### src/sv/rbr_pkg.sv
// Shared types and constants of the radio block reassembler.
`default_nettype none

package rbr_pkg;

    // Packet framing: the payload is what the header leaves of a radio packet.
    localparam int PACKET_BYTES      = 32;
    localparam int HEADER_BYTES      = 4;
    localparam int PAYLOAD_MAX_BYTES = PACKET_BYTES - HEADER_BYTES;
    localparam int DATA_MAX_W        = 8 * PAYLOAD_MAX_BYTES;

    // Defaults for the top-level parameters.
    localparam int MAX_FRAGMENTS_DEF = 16;
    localparam int PAYLOAD_BYTES_DEF = PAYLOAD_MAX_BYTES;

    // Configuration port.
    localparam int          CFG_W            = 16;
    localparam logic [15:0] BYTE_LIMIT_RESET = 16'd32768;
    localparam logic        CFG_DROP_BROKEN  = 1'b0;
    localparam logic        CFG_MAX_BYTES    = 1'b1;

    // Command queue between front and back.
    localparam int QUEUE_DEPTH = 2;
    localparam int QUEUE_CNT_W = $clog2(QUEUE_DEPTH + 1);

    // One classified packet.
    typedef struct packed {
        logic [7:0]            blk_id;
        logic [7:0]            fragment_id;
        logic [7:0]            fragment_count;
        logic [4:0]            size;       // saturated byte count
        logic                  single;     // block of one fragment
        logic                  fid_ok;     // fragment id has a slot
        logic [DATA_MAX_W-1:0] data;       // bytes beyond size zeroed
    } t_cmd;

    typedef enum logic [2:0] {
        ST_IDLE,
        ST_EXEC,
        ST_WALK,
        ST_READ,
        ST_LOAD,
        ST_SINGLE
    } t_state;

endpackage

`default_nettype wire

### src/sv/rbr_front.sv
// Front end: saturates the size, clears unused payload bytes and classifies a packet.
`default_nettype none

module rbr_front #(
    parameter int MAX_FRAGMENTS = rbr_pkg::MAX_FRAGMENTS_DEF,
    parameter int PAYLOAD_BYTES = rbr_pkg::PAYLOAD_BYTES_DEF
) (
    input  wire logic [7:0]  i_blk_id,
    input  wire logic [7:0]  i_fragment_id,
    input  wire logic [7:0]  i_fragment_count,
    input  wire logic [7:0]  i_payload_size,
    input  wire logic [63:0] i_payload_lo,
    input  wire logic [63:0] i_payload_mid,
    input  wire logic [63:0] i_payload_hi,
    input  wire logic [31:0] i_payload_top,
    output rbr_pkg::t_cmd    o_cmd
);

    logic [4:0]                     w_size;
    logic [rbr_pkg::DATA_MAX_W-1:0] w_raw;
    logic [rbr_pkg::DATA_MAX_W-1:0] w_kept;

    assign w_size = (i_payload_size > 8'(PAYLOAD_BYTES)) ? 5'(PAYLOAD_BYTES)
                                                          : i_payload_size[4:0];
    assign w_raw  = {i_payload_top, i_payload_hi, i_payload_mid, i_payload_lo};

    always_comb begin
        for (int k = 0; k < rbr_pkg::PAYLOAD_MAX_BYTES; k++) begin
            w_kept[8*k +: 8] = (5'(k) < w_size) ? w_raw[8*k +: 8] : 8'd0;
        end
    end

    always_comb begin
        o_cmd.blk_id         = i_blk_id;
        o_cmd.fragment_id    = i_fragment_id;
        o_cmd.fragment_count = i_fragment_count;
        o_cmd.size           = w_size;
        o_cmd.single         = (i_fragment_count == 8'd1);
        o_cmd.fid_ok         = (i_fragment_id < 8'(MAX_FRAGMENTS));
        o_cmd.data           = w_kept;
    end

endmodule

`default_nettype wire

### src/sv/rbr_fifo.sv
// Two-entry command queue between front and back.
`default_nettype none

module rbr_fifo (
    input  wire logic      i_clk,
    input  wire logic      i_rst_n,
    input  wire logic      i_push,
    input  rbr_pkg::t_cmd  i_cmd,
    input  wire logic      i_pop,
    output logic           o_full,
    output logic           o_valid,
    output rbr_pkg::t_cmd  o_cmd
);

    rbr_pkg::t_cmd                   r_entry [rbr_pkg::QUEUE_DEPTH];
    logic                            r_wr_ptr;
    logic                            r_rd_ptr;
    logic [rbr_pkg::QUEUE_CNT_W-1:0] r_count;
    logic [rbr_pkg::QUEUE_CNT_W-1:0] n_count;

    assign o_full  = (r_count == rbr_pkg::QUEUE_CNT_W'(rbr_pkg::QUEUE_DEPTH));
    assign o_valid = (r_count != '0);
    assign o_cmd   = r_entry[r_rd_ptr];

    always_comb begin
        n_count = r_count;
        if (i_push && !i_pop) begin
            n_count = r_count + 1'b1;
        end else if (!i_push && i_pop) begin
            n_count = r_count - 1'b1;
        end
    end

    always_ff @(posedge i_clk) begin
        if (!i_rst_n) begin
            r_wr_ptr <= 1'b0;
            r_rd_ptr <= 1'b0;
            r_count  <= '0;
        end else begin
            if (i_push) r_wr_ptr <= r_wr_ptr + 1'b1;
            if (i_pop)  r_rd_ptr <= r_rd_ptr + 1'b1;
            r_count <= n_count;
        end
    end

    always_ff @(posedge i_clk) begin
        if (i_push) r_entry[r_wr_ptr] <= i_cmd;
    end

endmodule

`default_nettype wire

### src/sv/rbr_back.sv
// Back end: block tracking, slot store, completion walk and piece output.
`default_nettype none

module rbr_back #(
    parameter int MAX_FRAGMENTS = rbr_pkg::MAX_FRAGMENTS_DEF,
    parameter int PAYLOAD_BYTES = rbr_pkg::PAYLOAD_BYTES_DEF
) (
    input  wire logic                            i_clk,
    input  wire logic                            i_rst_n,
    input  wire logic                            i_q_valid,
    input  rbr_pkg::t_cmd                        i_q_cmd,
    output logic                                 o_q_pop,
    input  wire logic                            i_cfg_we,
    input  wire logic                            i_cfg_idx,
    input  wire logic [rbr_pkg::CFG_W-1:0]       i_cfg_data,
    input  wire logic                            i_out_stall,
    output logic                                 o_out_valid,
    output logic [rbr_pkg::DATA_MAX_W-1:0]       o_out_data,
    output logic [4:0]                           o_out_size,
    output logic                                 o_out_last
);

    localparam int DATA_W = 8 * PAYLOAD_BYTES;
    localparam int IDX_W  = $clog2(MAX_FRAGMENTS);
    localparam int CNT_W  = $clog2(MAX_FRAGMENTS + 1);

    rbr_pkg::t_state r_state;
    rbr_pkg::t_state n_state;
    rbr_pkg::t_cmd   r_cmd;

    logic [7:0]        r_cur;
    logic [7:0]        r_exp;
    logic              r_done;
    logic              r_drop;
    logic [15:0]       r_max;
    logic [CNT_W-1:0]  r_i;
    logic [15:0]       r_total;
    logic [CNT_W-1:0]  r_n;
    logic [CNT_W-1:0]  r_j;
    logic [4:0]        r_slot_size [MAX_FRAGMENTS];
    logic [DATA_W-1:0] r_slot_mem  [MAX_FRAGMENTS];
    logic [DATA_W-1:0] r_rdata;

    logic                           r_out_valid;
    logic [rbr_pkg::DATA_MAX_W-1:0] r_out_data;
    logic [4:0]                     r_out_size;
    logic                           r_out_last;

    // decode of the current command
    logic       w_same, w_ignore, w_new;
    logic [7:0] w_exp_eff;
    logic       w_not_last;
    // walk
    logic       w_at_end, w_broken;
    logic [4:0] w_s;
    logic [16:0] w_sum;
    // output side
    logic       w_out_free, w_last_piece;
    // controls
    logic       w_upd_block, w_store, w_walk_step, w_walk_fin, w_deliver;
    logic       w_load_single, w_load_piece;

    assign w_same     = (r_cmd.blk_id == r_cur);
    assign w_ignore   = w_same && r_done;
    assign w_new      = !w_same;
    assign w_exp_eff  = w_new ? r_cmd.fragment_count : r_exp;
    assign w_not_last = ({1'b0, r_cmd.fragment_id} + 9'd1) < {1'b0, w_exp_eff};

    assign w_at_end = (8'(r_i) >= r_exp);
    assign w_s      = (r_i < CNT_W'(MAX_FRAGMENTS)) ? r_slot_size[r_i[IDX_W-1:0]] : 5'd0;
    assign w_sum    = {1'b0, r_total} + {12'd0, w_s};
    assign w_broken = !w_at_end && ((w_s == 5'd0) || (w_sum >= {1'b0, r_max}));

    assign w_out_free   = !r_out_valid || !i_out_stall;
    assign w_last_piece = (({1'b0, r_j} + 1'b1) == {1'b0, r_n});

    // next state
    always_comb begin
        n_state = r_state;
        unique case (r_state)
            rbr_pkg::ST_IDLE: begin
                if (i_q_valid) n_state = rbr_pkg::ST_EXEC;
            end
            rbr_pkg::ST_EXEC: begin
                priority if (w_ignore)       n_state = rbr_pkg::ST_IDLE;
                else if (r_cmd.single)       n_state = (r_cmd.size != 5'd0) ?
                                                       rbr_pkg::ST_SINGLE : rbr_pkg::ST_IDLE;
                else if (!r_cmd.fid_ok)      n_state = rbr_pkg::ST_IDLE;
                else if (w_not_last)         n_state = rbr_pkg::ST_IDLE;
                else                         n_state = rbr_pkg::ST_WALK;
            end
            rbr_pkg::ST_WALK: begin
                if (w_at_end || w_broken) begin
                    if ((r_drop && !w_at_end) || (r_i == '0)) n_state = rbr_pkg::ST_IDLE;
                    else                                      n_state = rbr_pkg::ST_READ;
                end
            end
            rbr_pkg::ST_READ: begin
                n_state = rbr_pkg::ST_LOAD;
            end
            rbr_pkg::ST_LOAD: begin
                if (w_out_free) n_state = w_last_piece ? rbr_pkg::ST_IDLE : rbr_pkg::ST_READ;
            end
            rbr_pkg::ST_SINGLE: begin
                if (w_out_free) n_state = rbr_pkg::ST_IDLE;
            end
            default: n_state = rbr_pkg::ST_IDLE;
        endcase
    end

    // control outputs
    always_comb begin
        o_q_pop       = 1'b0;
        w_upd_block   = 1'b0;
        w_store       = 1'b0;
        w_walk_step   = 1'b0;
        w_walk_fin    = 1'b0;
        w_deliver     = 1'b0;
        w_load_single = 1'b0;
        w_load_piece  = 1'b0;
        unique case (r_state)
            rbr_pkg::ST_IDLE:   o_q_pop = i_q_valid;
            rbr_pkg::ST_EXEC: begin
                w_upd_block = !w_ignore;
                w_store     = !w_ignore && !r_cmd.single && r_cmd.fid_ok;
            end
            rbr_pkg::ST_WALK: begin
                w_walk_fin  = w_at_end || w_broken;
                w_walk_step = !w_walk_fin;
                w_deliver   = w_walk_fin && !(r_drop && !w_at_end);
            end
            rbr_pkg::ST_READ:   ;
            rbr_pkg::ST_LOAD:   w_load_piece  = w_out_free;
            rbr_pkg::ST_SINGLE: w_load_single = w_out_free;
            default:            ;
        endcase
    end

    // control state
    always_ff @(posedge i_clk) begin
        if (!i_rst_n) begin
            r_state     <= rbr_pkg::ST_IDLE;
            r_cur       <= 8'd0;
            r_exp       <= 8'd0;
            r_done      <= 1'b0;
            r_drop      <= 1'b1;
            r_max       <= rbr_pkg::BYTE_LIMIT_RESET;
            r_out_valid <= 1'b0;
            for (int k = 0; k < MAX_FRAGMENTS; k++) r_slot_size[k] <= 5'd0;
        end else begin
            r_state <= n_state;
            if (i_cfg_we) begin
                unique case (i_cfg_idx)
                    rbr_pkg::CFG_DROP_BROKEN: r_drop <= i_cfg_data[0];
                    rbr_pkg::CFG_MAX_BYTES:   r_max  <= i_cfg_data;
                    default:                  ;
                endcase
            end
            if (w_upd_block) begin
                r_cur <= r_cmd.blk_id;
                if (w_new) begin
                    r_exp  <= r_cmd.fragment_count;
                    r_done <= 1'b0;
                    for (int k = 0; k < MAX_FRAGMENTS; k++) r_slot_size[k] <= 5'd0;
                end
                if (r_cmd.single) r_done <= 1'b1;
            end
            if (w_store) r_slot_size[r_cmd.fragment_id[IDX_W-1:0]] <= r_cmd.size;
            if (w_deliver) r_done <= 1'b1;
            if (w_load_single || w_load_piece) begin
                r_out_valid <= 1'b1;
            end else if (!i_out_stall) begin
                r_out_valid <= 1'b0;
            end
        end
    end

    // datapath
    always_ff @(posedge i_clk) begin
        if (o_q_pop) r_cmd <= i_q_cmd;
        if (r_state == rbr_pkg::ST_EXEC) begin
            r_i     <= '0;
            r_total <= 16'd0;
        end
        if (w_walk_step) begin
            r_i     <= r_i + 1'b1;
            r_total <= w_sum[15:0];
        end
        if (w_walk_fin) begin
            r_n <= r_i;
            r_j <= '0;
        end
        if (w_load_piece) r_j <= r_j + 1'b1;
        if (w_load_single) begin
            r_out_data <= r_cmd.data;
            r_out_size <= r_cmd.size;
            r_out_last <= 1'b1;
        end
        if (w_load_piece) begin
            r_out_data <= rbr_pkg::DATA_MAX_W'(r_rdata);
            r_out_size <= r_slot_size[r_j[IDX_W-1:0]];
            r_out_last <= w_last_piece;
        end
    end

    // slot payload memory
    always_ff @(posedge i_clk) begin
        if (w_store) r_slot_mem[r_cmd.fragment_id[IDX_W-1:0]] <= r_cmd.data[DATA_W-1:0];
        r_rdata <= r_slot_mem[r_j[IDX_W-1:0]];
    end

    assign o_out_valid = r_out_valid;
    assign o_out_data  = r_out_data;
    assign o_out_size  = r_out_size;
    assign o_out_last  = r_out_last;

endmodule

`default_nettype wire

### src/sv/radio_block_reassembler_core.sv
// Top level of the radio block reassembler.
//
// Input channel: one received radio packet per word (block id, fragment id,
// fragment count, payload size, 28 payload bytes), taken when i_in_valid is
// high and o_in_stall low. o_in_stall rises only when the two-word command
// queue is full.
// Output channel: one reassembled piece per word, shown while o_out_valid is
// high and held until a cycle with i_out_stall low. o_out_last marks the
// final piece of a block.
// Back end: a packet that stores a fragment or is ignored passes from IDLE
// through EXEC and back; a single-fragment block goes from the queue through
// EXEC and SINGLE into the output register. Completing a block walks the slot
// sizes one slot a cycle, then sends each piece through the READ and LOAD
// states, gated by the slot memory's registered read port.
// A stalled receiver holds the output register; the back end waits on it and
// the queue in front keeps taking packets until full.
// Reset (synchronous, active low) empties the queue and output, clears all
// slot sizes and block state and restores drop_broken = 1 and the byte limit
// of 32768. Configuration writes (index 0: drop_broken, 1: max_block_bytes)
// are taken in any cycle and are meant for idle periods.
`default_nettype none

module radio_block_reassembler_core #(
    parameter int MAX_FRAGMENTS = rbr_pkg::MAX_FRAGMENTS_DEF,
    parameter int PAYLOAD_BYTES = rbr_pkg::PAYLOAD_BYTES_DEF
) (
    input  wire logic                      i_clk,
    input  wire logic                      i_rst_n,
    // packet input
    input  wire logic                      i_in_valid,
    output logic                           o_in_stall,
    input  wire logic [7:0]                i_blk_id,
    input  wire logic [7:0]                i_fragment_id,
    input  wire logic [7:0]                i_fragment_count,
    input  wire logic [7:0]                i_payload_size,
    input  wire logic [63:0]               i_payload_lo,
    input  wire logic [63:0]               i_payload_mid,
    input  wire logic [63:0]               i_payload_hi,
    input  wire logic [31:0]               i_payload_top,
    // configuration
    input  wire logic                      i_cfg_we,
    input  wire logic                      i_cfg_idx,
    input  wire logic [rbr_pkg::CFG_W-1:0] i_cfg_data,
    // piece output
    output logic                           o_out_valid,
    input  wire logic                      i_out_stall,
    output logic [63:0]                    o_out_lo,
    output logic [63:0]                    o_out_mid,
    output logic [63:0]                    o_out_hi,
    output logic [31:0]                    o_out_top,
    output logic [4:0]                     o_out_size,
    output logic                           o_out_last
);

    rbr_pkg::t_cmd                  w_front_cmd;
    rbr_pkg::t_cmd                  w_q_cmd;
    logic                           w_push;
    logic                           w_q_full;
    logic                           w_q_valid;
    logic                           w_q_pop;
    logic [rbr_pkg::DATA_MAX_W-1:0] w_out_data;

    // front: classify the packet on the way into the queue
    rbr_front #(
        .MAX_FRAGMENTS (MAX_FRAGMENTS),
        .PAYLOAD_BYTES (PAYLOAD_BYTES)
    ) u_front (
        .i_blk_id         (i_blk_id),
        .i_fragment_id    (i_fragment_id),
        .i_fragment_count (i_fragment_count),
        .i_payload_size   (i_payload_size),
        .i_payload_lo     (i_payload_lo),
        .i_payload_mid    (i_payload_mid),
        .i_payload_hi     (i_payload_hi),
        .i_payload_top    (i_payload_top),
        .o_cmd            (w_front_cmd)
    );

    assign o_in_stall = w_q_full;
    assign w_push     = i_in_valid && !w_q_full;

    rbr_fifo u_fifo (
        .i_clk   (i_clk),
        .i_rst_n (i_rst_n),
        .i_push  (w_push),
        .i_cmd   (w_front_cmd),
        .i_pop   (w_q_pop),
        .o_full  (w_q_full),
        .o_valid (w_q_valid),
        .o_cmd   (w_q_cmd)
    );

    // back: block state, slot store, completion walk, output register
    rbr_back #(
        .MAX_FRAGMENTS (MAX_FRAGMENTS),
        .PAYLOAD_BYTES (PAYLOAD_BYTES)
    ) u_back (
        .i_clk       (i_clk),
        .i_rst_n     (i_rst_n),
        .i_q_valid   (w_q_valid),
        .i_q_cmd     (w_q_cmd),
        .o_q_pop     (w_q_pop),
        .i_cfg_we    (i_cfg_we),
        .i_cfg_idx   (i_cfg_idx),
        .i_cfg_data  (i_cfg_data),
        .i_out_stall (i_out_stall),
        .o_out_valid (o_out_valid),
        .o_out_data  (w_out_data),
        .o_out_size  (o_out_size),
        .o_out_last  (o_out_last)
    );

    assign o_out_lo  = w_out_data[63:0];
    assign o_out_mid = w_out_data[127:64];
    assign o_out_hi  = w_out_data[191:128];
    assign o_out_top = w_out_data[223:192];

endmodule

`default_nettype wire

### config.mk
export PLATFORM = sky130hd
export DESIGN_NAME = radio_block_reassembler_core
export DESIGN_NICKNAME = d
export VERILOG_FILES = /design/src/sv/rbr_pkg.sv /design/src/sv/rbr_front.sv /design/src/sv/rbr_fifo.sv /design/src/sv/rbr_back.sv /design/src/sv/radio_block_reassembler_core.sv
export SDC_FILE = /design/constraint.sdc
export NUM_CORES = 2
export LEC_CHECK = 0
export BUFFER_PORTS_ARGS = -buffer_cell sky130_fd_sc_hd__buf_2
export CAP_MARGIN = 0
export CELL_PAD_IN_SITES_DETAIL_PLACEMENT = 0
export CELL_PAD_IN_SITES_GLOBAL_PLACEMENT = 2
export CORE_MARGIN = 4
export CORE_UTILIZATION = 48
export DETAILED_ROUTE_END_ITERATION = 10
export HOLD_SLACK_MARGIN = 0.08
export PLACE_DENSITY = 0.81
export SLEW_MARGIN = 0
export SYNTH_ARGS = -nofsm -noshare
export SYNTH_HDL_FRONTEND = slang
export SYNTH_MEMORY_MAX_BITS = 65536
export SYNTH_SLANG_ARGS = --single-unit
### constraint.sdc
create_clock -name i_clk -period 13.8 [get_ports i_clk]
set_clock_uncertainty 0.05 [all_clocks]
set_input_delay 0 -clock i_clk [delete_from_list [all_inputs] [get_ports i_clk]]
set_output_delay 0 -clock i_clk [all_outputs]
set_load 0.01 [all_outputs]
==> impl_results.md <==
* Worst-case clock buffer depth at 4
* Crit path max fanout at 24
* CP max-delay cell: mux4_2
* TritonCTS clock tree: done
* Initial DRT Pass Iterations at 6
* RSZ-0062 raised after global routing: no
* Post-DR vias/cell at 5.85
* First-pass GRT wire length at 705000 microns
* Detailed-route wire length at 492000 microns
* Internal power at 28900 uW
* Net count, final at 11600
* Net Switching at 10300 uW
* HP Class: in -> reg
* Crit path capture: u_back.r_total[13]$_SDFFCE_PN0N_
* DRT antenna net count at 0
* P_leak at 0.0741 uW
* Clock power share at 34.9%
* Overflow after GRT at 0
* Tcrit/Tclk final at 45.2%
* R2R Path End: u_back.r_total[13]$_SDFFCE_PN0N_
* Fill count at 29300
* EDFF count, synth at 4690
* I/O Pins at 510
* Post-synthesis async set-or-reset flop share at 0%
* Post-synth top area cell: edfxtp_1
* Largest net degree at the start of global routing at 147
* Pwr per Cell Area at 179 nW/um^2
* Utilization of the core after routing at 56.3%
* Skew-Pair Late Insertion Delay at 1.01 ns
* Routability cong. at 0.800
* Worst hold slack at 0.133 ns
* Rows at 229
* Post-CTS setup buffers at 0
* Antenna violations before repair at 32
* Setup Total Neg Slack at 0 ns
* Switching Fraction at 26.4%
* Hold Buf Count CTS at 585
* Synth area leaders: edfxtp_1 75%, mux4_2 5.9%, mux2i_1 3.7%, dfxtp_1 2.9%, mux2_2 2.9%
* Slew Limit Fails at 0
* Cells along the critical path: buf_4, mux4_2, o21a_1, a22o_1, or2_2, ha_1, fa_1, a21oi_1, o21ai_0, nor2b_1, nand2_1, xnor2_1, ha_1, a2111o_1, a221oi_1, a22oi_1, nor4_1, buf_4, a21oi_2, inv_2
* Total core area at 389000 sq um
* Predominant post-synthesis flop cell: edfxtp_1
* Logic pwr share at 10.6%
* Residual DRC count at 0
* DIE HEIGHT at 633 microns
* Mapped Nets at 10300
* Post_cts resized at 0
* Seq cells post-synth at 4964
* Crit path time final at 6.24 ns
* CP Capture Type: register
* Post-synth top area share at 75.2%
* Pre-CTS setup slack at 7.65 ns
* Yosys warns at 0
* Area growth syn-to-layout at 16.9%
* Synthesized area per cell at 18.7 sq um
* Final setup fails at 0
* Max_cap viols at 0
* Worst path depth at 20
* Clock Tree Root: clkbuf_16
* Register area share after synthesis at 78.1%
* Final hold violation count at 0
* Cell Area, Synth at 187000 sq um
* Routed wire length per instance at 29.0 microns
* Tot GR Track Use at 24.1%
* Relative slew margins at 16.6%
* Die area at 400000 sq um
* Reg2Reg Setup Slack at 7.56 ns
* First DRT Iteration DRCs at 10600
* Crit path DAT at 6.83 ns
* Worst path buffer plus inverter count at 3
* # port buffers at 509
* Final WS setup at 7.56 ns
* Count leader, synth: edfxtp_1
* H-tree levels at 6
* Via count of the first global-routing pass at 101000
* WS Path Type: reg -> reg
* Top cells by count, synth: 4690 x edfxtp_1, 984 x nand2_1, 684 x mux2i_1
* Synth Instances at 10000
* TritonCTS Buffers at 518
* Outcome: finished clean
* Achievable Freq at 160 MHz
* Seq pwr share at 54.5%
* Peak VDD IR at 0.000114 V
* Initial Util at 48.2%
* CP Launch Type: register
* Max incr delay on CP at 0.58 ns
* Synth unique cells at 73
* DP HPWL at 259000 microns
* Worst Max-Slew Pin Slew at 1.25 ns
* Delay-heaviest family, CP: compound AO/OA/AOI/OAI gates
* FF-to-FF path depth at 20
* Share of cells above drive strength 1 at 20.8%
* Via count at 99200
* Clock-pin slew on the worst setup and hold paths at 0.06 ns
* Die width at 633 microns
* WP data required at 14.39 ns
* Clk sink count at 4964
through the flow:
step                cells  power, uW  cell area, sq um
finish              16900      39200            219000
detailed placement  15400      25700            196000
global placement    15400      25500            196000
floorplan           10000      23600            187000
CTS                 16900      39500            219000
global route        16900      40700            219000
layout make-up:
type / count / area (sq um) / share of cell area, %
well taps: 5197 / 6500 / 2.97
clock buffers: 722 / 14200 / 6.50
diodes: 15 / 37.5 / 0.0171
clock inverters: 229 / 2500 / 1.14
multi-input cells: 4492 / 39100 / 17.9
repair buffers: 1288 / 10100 / 4.62
inverters: 41 / 161 / 0.0737
flip-flops and latches: 4964 / 146000 / 66.8
layout by cell type, fill, tap and decap left out, types with 224 or more instances in the layout:
cell	instances
a21oi_1	261
a221oi_1	224
a22oi_1	226
and2_1	232
buf_2	509
clkbuf_16	525
dfxtp_1	273
dlygate4sd3_1	585
edfxtp_1	4690
mux2_2	479
mux2i_1	684
mux4_2	493
nand2_1	983
o21ai_0	460
cell families (layout without fill, tap and decap cells):
family / count (synthesis) / after routing / share of synthesized area [%]
buffers and inverters: 549 / 2280 / 1.12
multiplexers: 1660 / 1660 / 12.5
XOR/XNOR: 43 / 43 / 0.216
AND/OR/NAND/NOR: 1509 / 1509 / 3.62
other: 0 / 15 / 0
flip-flops: 4964 / 4964 / 78.1
AO/OA/AOI/OAI: 1238 / 1238 / 4.16
adder cells (fa/ha/maj): 42 / 42 / 0.284
power groups by stage:
stage / Combinational (uW) / Clock, uW / Sequential, uW
after floorplan: 2440 / 0 / 21100
after global placement: 4050 / 0 / 21500
after detailed placement: 4070 / 0 / 21700
after CTS: 4230 / 13900 / 21400
after global routing: 4480 / 14600 / 21600
final: 4160 / 13700 / 21400
tightest hold or removal path, stage by stage:
cell,delay [ns]
buf_2,0.07
or3_1,0.44
a31oi_2,0.30
nor2b_1,0.21
worst min-delay path by stage:
stage / start / end / slack (ns) / depth (start not counted)
after floorplan: i_fragment_count[0] / u_fifo.r_entry[0][231]$_DFFE_PP_ / 0.05 / 0
after global routing: i_payload_size[5] / u_fifo.r_entry[0][216]$_DFFE_PP_ / 0.13 / 4
after CTS: i_blk_id[7] / u_fifo.r_entry[1][254]$_DFFE_PP_ / 0.11 / 3
after global placement: i_blk_id[4] / u_fifo.r_entry[0][251]$_DFFE_PP_ / 0.15 / 1
final: i_payload_size[7] / u_fifo.r_entry[1][221]$_DFFE_PP_ / 0.13 / 4
after detailed placement: i_blk_id[3] / u_fifo.r_entry[0][250]$_DFFE_PP_ / 0.14 / 1
metal layers:
layer	share of wire (%)	global-route usage [%]	vias up
met5	0.0026	0	-
met3	6.8	3.20	775
met4	2.9	7.03	2
met1	41	33.2	52000
met2	50	40.4	4058
li1	-	-	42400
sequential cells by signal, summed over array words and instances (netlist names), 2 cells and up, named ones only:
name	count
u_back.r_slot_mem	3584
u_back.o_out_size	5
u_back.r_slot_size	80
u_back.r_n	5
u_back.r_exp	8
u_fifo.r_count	2
u_back.r_max	16
u_back.r_i	5
u_fifo.r_entry	510
u_back.r_cmd	255
u_back.o_out_data	224
u_back.r_cur	8
u_back.r_j	5
u_back.r_total	16
u_back.r_rdata	224
u_back.r_state	3
Power figures use the tool's default switching activity.
